--- config.mk ---
export PLATFORM = sky130hd
export DESIGN_NAME = bresenham_line_rasterizer
export DESIGN_NICKNAME = d
export VERILOG_FILES = /design/src/brl_pkg.sv /design/src/brl_ctrl.sv /design/src/brl_datapath.sv /design/src/bresenham_line_rasterizer.sv
export SDC_FILE = /design/constraint.sdc
export NUM_CORES = 1
export LEC_CHECK = 0
export ABC_AREA = 0
export BUFFER_PORTS_ARGS = -buffer_cell sky130_fd_sc_hd__clkbuf_2
export CAP_MARGIN = 20
export CORE_MARGIN = 2
export CORE_UTILIZATION = 25
export DETAILED_ROUTE_END_ITERATION = 10
export GPL_TIMING_DRIVEN = 0
export PLACE_DENSITY = 0.41
export SLEW_MARGIN = 0
export SYNTH_ARGS = -nofsm -noshare
export SYNTH_HDL_FRONTEND = slang
export SYNTH_HIERARCHICAL = 1
export SYNTH_SLANG_ARGS = --single-unit
export TNS_END_PERCENT = 5
--- constraint.sdc ---
create_clock -name clk_i -period 8.09 [get_ports clk_i]
set_input_delay 1.2135 -clock clk_i [delete_from_list [all_inputs] [get_ports clk_i]]
set_output_delay 1.2135 -clock clk_i [all_outputs]
set_load 0.03 [all_outputs]
--- src/brl_pkg.sv ---
// Types, constants and the walk step function of the line rasterizer.
`timescale 1ns / 1ps

package brl_pkg;

  // Configuration register indexes.
  localparam logic CfgWindowWidth  = 1'b0;
  localparam logic CfgWindowHeight = 1'b1;

  // Window size after reset.
  localparam logic [7:0] WindowWidthRst  = 8'd80;
  localparam logic [5:0] WindowHeightRst = 6'd20;

  localparam int unsigned InDataW  = 32;
  localparam int unsigned OutDataW = 40;

  // Position and error term of the line walk.
  typedef struct packed {
    logic [6:0]        x;
    logic [4:0]        y;
    logic signed [9:0] err;
  } brl_walk_t;

  // One result item held in the output register.
  typedef struct packed {
    logic [6:0]        col_a;
    logic signed [5:0] row_a;
    logic              vis_a;
    logic [6:0]        col_b;
    logic signed [5:0] row_b;
    logic              vis_b;
    logic              has_b;
    logic [7:0]        glyph_out;
    logic              last;
  } brl_pair_t;

  // Commands from the controller to the datapath.
  typedef struct packed {
    logic load;
    logic advance;
  } brl_cmd_t;

  // Status from the datapath to the controller.
  typedef struct packed {
    logic pair_last;
    logic out_free;
  } brl_stat_t;

  // One step of the integer error rule; sx and sy are set for a negative step.
  function automatic brl_walk_t brl_step(brl_walk_t w, logic [6:0] dx, logic [4:0] dy,
                                         logic sx, logic sy);
    brl_walk_t         n;
    logic signed [10:0] e2;
    logic signed [10:0] dx_s;
    logic signed [10:0] dy_s;
    n    = w;
    e2   = {w.err, 1'b0};
    dx_s = signed'({4'b0, dx});
    dy_s = signed'({6'b0, dy});
    if (e2 > -dy_s) begin
      n.err = n.err - dy_s[9:0];
      n.x   = sx ? w.x - 7'd1 : w.x + 7'd1;
    end
    if (e2 < dx_s) begin
      n.err = n.err + dx_s[9:0];
      n.y   = sy ? w.y - 5'd1 : w.y + 5'd1;
    end
    return n;
  endfunction

endpackage

--- src/brl_ctrl.sv ---
// Controller state machine of the line rasterizer.
`timescale 1ns / 1ps

module brl_ctrl (
  input  logic                clk_i,
  input  logic                rst_ni,
  input  logic                s_valid_i,
  output logic                s_ready_o,
  input  brl_pkg::brl_stat_t  stat_i,
  output brl_pkg::brl_cmd_t   cmd_o
);
  import brl_pkg::*;

  localparam logic [0:0] StIdle = 1'b0;
  localparam logic [0:0] StRun  = 1'b1;

  logic [0:0] state_q, state_d;

  // Idle takes a line command; run emits one pair a cycle while the output is free.
  always_comb begin
    state_d     = state_q;
    cmd_o       = '0;
    s_ready_o   = 1'b0;
    unique case (state_q)
      StIdle: begin
        s_ready_o = 1'b1;
        if (s_valid_i) begin
          cmd_o.load = 1'b1;
          state_d    = StRun;
        end
      end
      StRun: begin
        if (stat_i.out_free) begin
          cmd_o.advance = 1'b1;
          if (stat_i.pair_last) begin
            state_d = StIdle;
          end
        end
      end
      default: state_d = StIdle;
    endcase
  end

  always_ff @(posedge clk_i or negedge rst_ni) begin
    if (!rst_ni) begin
      state_q <= StIdle;
    end else begin
      state_q <= state_d;
    end
  end

endmodule

--- src/brl_datapath.sv ---
// Walk registers, two-step rule and output register of the line rasterizer.
`timescale 1ns / 1ps

module brl_datapath (
  input  logic                             clk_i,
  input  logic                             rst_ni,
  input  logic [brl_pkg::InDataW-1:0]      cmd_data_i,
  input  logic [7:0]                       window_width_i,
  input  logic [5:0]                       window_height_i,
  input  brl_pkg::brl_cmd_t                cmd_i,
  output brl_pkg::brl_stat_t               stat_o,
  output logic                             out_valid_o,
  input  logic                             out_ready_i,
  output brl_pkg::brl_pair_t               out_o
);
  import brl_pkg::*;

  brl_walk_t  walk_q, walk_d;
  logic [6:0] xe_q, dx_q;
  logic [4:0] ye_q, dy_q;
  logic       sx_q, sy_q;
  logic [7:0] glyph_q;
  brl_pair_t  out_q, out_d;
  logic       out_valid_q, out_valid_d;

  logic [6:0] in_sx, in_ex;
  logic [4:0] in_sy, in_ey;
  logic [7:0] in_glyph;
  logic [6:0] in_dx;
  logic [4:0] in_dy;

  brl_walk_t  p1, p2;
  logic       at0, at1;

  // Unpack the line command.
  assign in_sx    = cmd_data_i[6:0];
  assign in_sy    = cmd_data_i[11:7];
  assign in_ex    = cmd_data_i[18:12];
  assign in_ey    = cmd_data_i[23:19];
  assign in_glyph = cmd_data_i[31:24];
  assign in_dx    = (in_ex > in_sx) ? in_ex - in_sx : in_sx - in_ex;
  assign in_dy    = (in_ey > in_sy) ? in_ey - in_sy : in_sy - in_ey;

  // Two dependent steps give the pair of this cycle and the start of the next.
  assign at0 = (walk_q.x == xe_q) && (walk_q.y == ye_q);
  assign p1  = brl_step(walk_q, dx_q, dy_q, sx_q, sy_q);
  assign at1 = (p1.x == xe_q) && (p1.y == ye_q);
  assign p2  = brl_step(p1, dx_q, dy_q, sx_q, sy_q);

  // A line never holds more than 128 points, so the end point always stops it.
  assign stat_o.pair_last = at0 || at1;
  assign stat_o.out_free  = !out_valid_q || out_ready_i;

  // Walk registers.
  always_comb begin
    walk_d = walk_q;
    if (cmd_i.load) begin
      walk_d.x   = in_sx;
      walk_d.y   = in_sy;
      walk_d.err = signed'({3'b0, in_dx}) - signed'({5'b0, in_dy});
    end else if (cmd_i.advance) begin
      walk_d = p2;
    end
  end

  // Result item: screen row is window_height-1-y taken on six bits.
  always_comb begin
    out_d           = out_q;
    out_valid_d     = out_valid_q;
    if (cmd_i.advance) begin
      out_valid_d     = 1'b1;
      out_d.col_a     = walk_q.x;
      out_d.row_a     = signed'(window_height_i - 6'd1 - {1'b0, walk_q.y});
      out_d.vis_a     = ({1'b0, walk_q.x} < window_width_i) &&
                        ({1'b0, walk_q.y} < window_height_i);
      out_d.has_b     = !at0;
      out_d.col_b     = at0 ? '0 : p1.x;
      out_d.row_b     = at0 ? '0 : signed'(window_height_i - 6'd1 - {1'b0, p1.y});
      out_d.vis_b     = !at0 && ({1'b0, p1.x} < window_width_i) &&
                        ({1'b0, p1.y} < window_height_i);
      out_d.glyph_out = glyph_q;
      out_d.last      = at0 || at1;
    end else if (out_ready_i) begin
      out_valid_d = 1'b0;
    end
  end

  // Line parameters are captured with the command.
  always_ff @(posedge clk_i) begin
    if (cmd_i.load) begin
      xe_q    <= in_ex;
      ye_q    <= in_ey;
      dx_q    <= in_dx;
      dy_q    <= in_dy;
      sx_q    <= !(in_sx < in_ex);
      sy_q    <= !(in_sy < in_ey);
      glyph_q <= in_glyph;
    end
    walk_q <= walk_d;
    out_q  <= out_d;
  end

  always_ff @(posedge clk_i or negedge rst_ni) begin
    if (!rst_ni) begin
      out_valid_q <= 1'b0;
    end else begin
      out_valid_q <= out_valid_d;
    end
  end

  assign out_valid_o = out_valid_q;
  assign out_o       = out_q;

endmodule

--- src/bresenham_line_rasterizer.sv ---
// A taken line command loads the walk registers, and the output register takes the
// first result item from them. A line of N points gives ceil(N/2) items, one a cycle
// while the output is taken, since two walk steps are done per cycle; the controller
// returns to idle and takes the next command only once the last item enters the output
// register.
// Reset: window 80 by 20, controller idle, output register empty.
`timescale 1ns / 1ps

module bresenham_line_rasterizer (
  input  logic                            clk_i,
  input  logic                            rst_ni,
  // Configuration write channel.
  input  logic                            cfg_valid_i,
  output logic                            cfg_ready_o,
  input  logic                            cfg_index_i,
  input  logic [7:0]                      cfg_data_i,
  // Line command stream.
  input  logic                            s_axis_tvalid,
  output logic                            s_axis_tready,
  // start_x[6:0], start_y[11:7], end_x[18:12], end_y[23:19], glyph[31:24]
  input  logic [brl_pkg::InDataW-1:0]     s_axis_tdata,
  // Pixel pair stream.
  output logic                            m_axis_tvalid,
  input  logic                            m_axis_tready,
  // col_a[6:0], row_a[12:7], vis_a[13], col_b[20:14], row_b[26:21], vis_b[27],
  // glyph_out[35:28], zero padding[39:36]
  output logic [brl_pkg::OutDataW-1:0]    m_axis_tdata,
  // has_b[0]
  output logic                            m_axis_tuser,
  output logic                            m_axis_tlast
);
  import brl_pkg::*;

  logic [7:0] window_width_q;
  logic [5:0] window_height_q;
  brl_cmd_t   cmd;
  brl_stat_t  stat;
  brl_pair_t  pair;

  // Window registers; the user must write them only while the block is idle, which the block itself does not enforce.
  assign cfg_ready_o = 1'b1;

  always_ff @(posedge clk_i or negedge rst_ni) begin
    if (!rst_ni) begin
      window_width_q  <= WindowWidthRst;
      window_height_q <= WindowHeightRst;
    end else if (cfg_valid_i) begin
      unique case (cfg_index_i)
        CfgWindowWidth:  window_width_q  <= cfg_data_i;
        CfgWindowHeight: window_height_q <= cfg_data_i[5:0];
        default: ;
      endcase
    end
  end

  brl_ctrl u_ctrl (
    .clk_i     (clk_i),
    .rst_ni    (rst_ni),
    .s_valid_i (s_axis_tvalid),
    .s_ready_o (s_axis_tready),
    .stat_i    (stat),
    .cmd_o     (cmd)
  );

  brl_datapath u_datapath (
    .clk_i           (clk_i),
    .rst_ni          (rst_ni),
    .cmd_data_i      (s_axis_tdata),
    .window_width_i  (window_width_q),
    .window_height_i (window_height_q),
    .cmd_i           (cmd),
    .stat_o          (stat),
    .out_valid_o     (m_axis_tvalid),
    .out_ready_i     (m_axis_tready),
    .out_o           (pair)
  );

  // Pack the result item.
  assign m_axis_tdata = {4'b0, pair.glyph_out, pair.vis_b, pair.row_b, pair.col_b,
                         pair.vis_a, pair.row_a, pair.col_a};
  assign m_axis_tuser = pair.has_b;
  assign m_axis_tlast = pair.last;

endmodule

==> results of run 1 <==
## cell usage in the layout, fill, tap and decap left out, types with 34 or more instances in the layout
master	netlist	layout
ha_1	129	122
a21oi_1	66	59
clkbuf_2	0	85
o21ai_0	43	34
nor2_1	59	58
a21o_1	35	35
buf_4	6	37
edfxtp_1	94	94
inv_1	104	99
xnor2_1	65	64
## cell type report
type | count | share of cell area (%)
Buffer | 22 | 1.16
Inverter | 104 | 3.43
Multi-Input combinational cell | 704 | 52.8
Clock inverter | 7 | 0.782
Tap cell | 511 | 5.63
Clock buffer | 9 | 1.98
Sequential cell | 110 | 28.4
Timing Repair Buffer | 117 | 5.84
## per-layer routing
layer | up-vias | track usage, % | part of all wire [%]
met3 | 17 | 2.18 | 3.0
met5 | - | 0 | 0
met4 | 0 | 2.87 | 1.0
met1 | 3307 | 20.4 | 52
met2 | 84 | 21.5 | 44
li1 | 3559 | - | -
## worst reg2reg max path: cells and delay by family, from the launching register on
family / cells / cell delay [ns]
flip-flops: 1 / 0.50
AND/OR/NAND/NOR: 6 / 1.25
buffers and inverters: 4 / 0.47
AO/OA/AOI/OAI: 19 / 3.72
multiplexers: 2 / 0.49
adder cells (fa/ha/maj): 4 / 1.09
XOR/XNOR: 2 / 0.28
## state kept, by name (all words and copies together), names as in the netlist
register and cells:
window_width_q 8, u_datapath/sy_q 1, u_datapath/xe_q 7, u_datapath/sx_q 1, u_datapath/glyph_q 8, u_datapath/out_o 38
u_datapath/ye_q 5, u_ctrl/state_q 1, u_datapath/out_valid_o 1, u_datapath/dy_q 5, window_height_q 6, u_datapath/dx_q 7
u_datapath/walk_q 22
## metrics by stage
| step | TNS [ns] | hold WS (ns) | cell area, sq um |
|---|---|---|---|
| floorplan | 0 | 0.400 | 9450 |
| global placement | -16.91 | 0.401 | 10500 |
| detailed placement | -17.11 | 0.405 | 10500 |
| CTS | 0 | 0.422 | 11200 |
| global route | -1.03 | 0.427 | 11400 |
| finish | 0 | 0.420 | 11400 |
## cell families after synthesis
group	synth area share, %
compound gates	14.5
xor+xnor	9.51
simple gates	11.1
mux	4.76
other cells	0.0796
buf+inv	5.47
flops	34.2
fa+ha+maj	20.4
## path summary, 6_finish.rpt
check                                            from                   end  slack, ns  depth (start not counted)
worst min register to register  u_datapath/glyph_q[2]   u_datapath/out_o[3]       0.42                          0
worst max-delay path               u_datapath/dy_q[0]  u_datapath/walk_q[9]       0.11                         37
worst max register to register     u_datapath/dy_q[0]  u_datapath/walk_q[9]       0.11                         37
min in group asynchronous                      rst_ni     window_width_q[7]       0.77                          1
max in group asynchronous                      rst_ni     window_width_q[4]       6.99                          1
worst min-delay path            u_datapath/glyph_q[2]   u_datapath/out_o[3]       0.42                          0
## timing repair
action,4_1_cts,5_1_grt
setup endpoints to repair,17,7
setup buffers,19,12
endpoints found under the hold margin,0,0
resized for setup,50,26
pin swaps,20,44
==> flow_metrics.tcl, run 1 <==
set metrics [dict create \
    clock_sinks 110 \
    cts_tree "built" \
    first_iter_violations 336 \
    synth.distinct_cells 72 \
    yosysMostFrequentCell "ha_1" \
    syn_area_sq_um 9430 \
    worstHoldPathType "register to register" \
    fin_ws_ns 0.114 \
    dp_hpwl_um 21100 \
    routed_wl_um 26600 \
    synthArstFlopShare_pct 14.5 \
    crit_type "register to register" \
    outcome "complete, no violations" \
    hold_buffers 0 \
    avgSynthCellArea_sq_um 10.1 \
    dr.pass1.iters 4 \
    fp.dieH_um 198 \
    post-place-cells 1537 \
    crit_family "compound AO/OA/AOI/OAI gates" \
    ios 91 \
    yosys-top-cells-count "ha_1, inv_1, edfxtp_1" \
    grt_util_all_layers_pct 13.9 \
    synth_top_cell_area_share_pct 29.9 \
    fin_cells 1584 \
    num-nets-final 1258 \
    drive_above_1_share_pct 20.8 \
    critPathMaxFanout 5 \
    cp_slowest_stage_delay_ns 0.50 \
    skew_ns 0.00562 \
    pre_cts_slack_ns -1.95 \
    period_needed_ns 7.98 \
    wl_per_cell_um 16.8 \
    regArea_sq_um 3230 \
    finalHoldViolations 0 \
    start_util_pct 25.2 \
    place_congestion 0.809 \
    clk_latency_ns 0.37 \
    yosysTopAreaCell "edfxtp_1" \
    drtAntennaViolNets 0 \
    fmax_ghz 0.125 \
    synth_edf_count 94 \
    area_growth_pct 20.5 \
    antenna_found_initial 0 \
    setup_viol 0 \
    max_cap_violations 0 \
    max_slew_margin_pct 35.9 \
    crit_arrival_ns 8.19 \
    cp_num_buf_inv 4 \
    yosys_warnings 6 \
    multi_input_area_sq_um 6000 \
    clkTransAtPathRegs_ns 0.08 \
    utilization_pct 30.4 \
    antenna-diode-count 0 \
    cts_buffers 9 \
    clock_path_buffers 2 \
    grt_first_pass_wirelength_um 41300 \
    rsz0062_at_grt "yes" \
    slew_viol_final 0 \
    die-area_sq_um 39300 \
    max_slew.worst_pin.slew_ns 0.961 \
    ys_seq_area_share_pct 34.2 \
    grt_overflow 0 \
    core_area_sq_um 37400 \
    avgViaCountPerCell 4.40 \
    drc_errors 0 \
    syn_inst 938 \
    synth_area_leaders "edfxtp_1, ha_1, xnor2_1" \
    grt_pass1_vias 7012 \
    endpoint_kind "register" \
    grt_max_degree 42 \
    slowest_stage "edfxtp_1" \
    final.period_utilization_pct 98.6 \
    worstPathRequired_ns 8.30 \
    portBuffers 85 \
    num_rows 71 \
    htreeDepth 3 \
    ys_ff_latch 110 \
    ys.flop_type "edfxtp_1" \
    start_kind "register" \
    die_x_um 198 \
    cp_common_cell "a21oi_2" \
    routed-via-count 6967 \
    root_buffer "clkbuf_16" \
    fill_cells 3911 \
]
Power of run 1 is left out: the tool's default activity adds up to more than one toggle a clock period on the data nets, which glitch-free logic cannot reach.
==> inputs of run 2 (changes only) <==
Settings changed: CORE_MARGIN 2 to 4.
==> flow_metrics.tcl, run 2 (same netlist as run 1, synthesis figures left out) <==
set metrics [dict create \
    grt_pass1_vias 7252 \
    grt_overflow 0 \
    max_cap_violations 0 \
    htreeDepth 3 \
    avgViaCountPerCell 4.45 \
    worstHoldPathType "register to register" \
    start_kind "register" \
    worst_r2r_startpoint "u_datapath/dy_q[0]" \
    clock_sinks 110 \
    largest_reg_flops 38 \
    fin_tns_setup_ns 0 \
    routed_wl_um 27000 \
    cts_buffers 9 \
    root_buffer "clkbuf_16" \
    area_growth_pct 21.1 \
    crit_type "register to register" \
    start_util_pct 25.6 \
    finalHoldViolations 0 \
    cp_slowest_stage_delay_ns 0.51 \
    max_slew_margin_pct 33.2 \
    clk_latency_ns 0.37 \
    routed-via-count 7046 \
    fin_ws_ns 0.176 \
    slowest_stage "edfxtp_1" \
    ios 91 \
    grt_first_pass_wirelength_um 42400 \
    cts_tree "built" \
    portBuffers 85 \
    final.period_utilization_pct 97.8 \
    final_common_cell "ha_1" \
    grt_max_degree 42 \
    endpoint_kind "register" \
    num_rows 70 \
    mostFrequentLayoutCells "ha_1, inv_1, edfxtp_1" \
    hold_buffers 0 \
    max_slew.worst_pin.slew_ns 1.00 \
    drc_errors 0 \
    drive_above_1_share_pct 21.8 \
    num-nets-final 1264 \
    antenna_found_initial 0 \
    skew_ns 0.0128 \
    place_area_sq_um 10500 \
    first_iter_violations 359 \
    cp_common_cell "a21oi_2" \
    setup_viol 0 \
    outcome "complete, no violations" \
    die_x_um 202 \
    drtAntennaViolNets 0 \
    dp_hpwl_um 21400 \
    pre_cts_slack_ns -1.97 \
    hp-start "u_datapath/glyph_q[4]" \
    wl_per_cell_um 17.0 \
    die-area_sq_um 40900 \
    grt_util_all_layers_pct 13.2 \
    final_area_sq_um 11400 \
    core_area_sq_um 36900 \
    antenna-diode-count 0 \
    rsz0062_at_grt "yes" \
    fp.dieH_um 202 \
    dr.pass1.iters 4 \
    critPathMaxFanout 4 \
    period_needed_ns 7.91 \
    startpoint "u_datapath/dy_q[0]" \
    place_congestion 0.796 \
    slew_viol_final 0 \
    clock_path_buffers 2 \
    fmax_ghz 0.126 \
    worstPathRequired_ns 8.30 \
    fill_cells 3855 \
    crit_arrival_ns 8.13 \
    clkTransAtPathRegs_ns 0.08 \
]
-- run 2: per-layer routing --
layer / wire, um / global-route usage (%) / part of all wire (%) / vias up
met5: 0 / 0 / 0 / -
met3: 532 / 1.75 / 2.0 / 14
met1: 14100 / 19.3 / 52 / 3379
met2: 12200 / 21.0 / 45 / 72
met4: 207 / 2.21 / 0.77 / 0
li1: - / - / - / 3581
-- run 2: final timing paths --
kind | to | slack [ns] | cells past startpoint
min reg2reg | u_datapath/out_o[5] | 0.42 | 0
max in group asynchronous | window_width_q[6] | 6.99 | 1
max | u_datapath/walk_q[9] | 0.18 | 40
min | u_datapath/out_o[5] | 0.42 | 0
min in group asynchronous | window_width_q[3] | 0.76 | 1
max reg2reg | u_datapath/walk_q[9] | 0.18 | 40
-- run 2: final cells by class --
class | count | area (sq um) | share of cell area [%]
clock inverter | 6 | 76.3 | 0.668
buffer | 23 | 148 | 1.29
sequential | 110 | 3230 | 28.3
multi-input combinational | 704 | 6010 | 52.6
inverter | 104 | 393 | 3.44
clock buffer | 10 | 229 | 2.01
tap | 504 | 631 | 5.52
timing repair buffer | 122 | 704 | 6.17
-- run 2: critical path, delay by kind of cell (launching register included) --
family	cells	cell delay, ns
AOI/OAI and AO/OA	20	3.70
xor gates and xnor gates	2	0.34
adders and majority gates	5	1.05
buffers and inverters	5	0.58
DFF	1	0.51
muxes	2	0.49
and+or+nand+nor	6	1.05
-- run 2: timing repair --
action                     4_1_cts  5_1_grt
setup buffers                   25       11
setup endpoints to repair       17        7
resized for setup               45       37
pin swaps                       15       37
-- run 2: stage by stage --
step,hold WS [ns],util [%],instances
global route,0.429,31.0,1583
global placement,0.402,28.5,1530
CTS,0.425,30.3,1571
finish,0.423,31.0,1583
floorplan,0.400,-,941
detailed placement,0.406,28.5,1530
Power of run 2 is left out for the same reason.
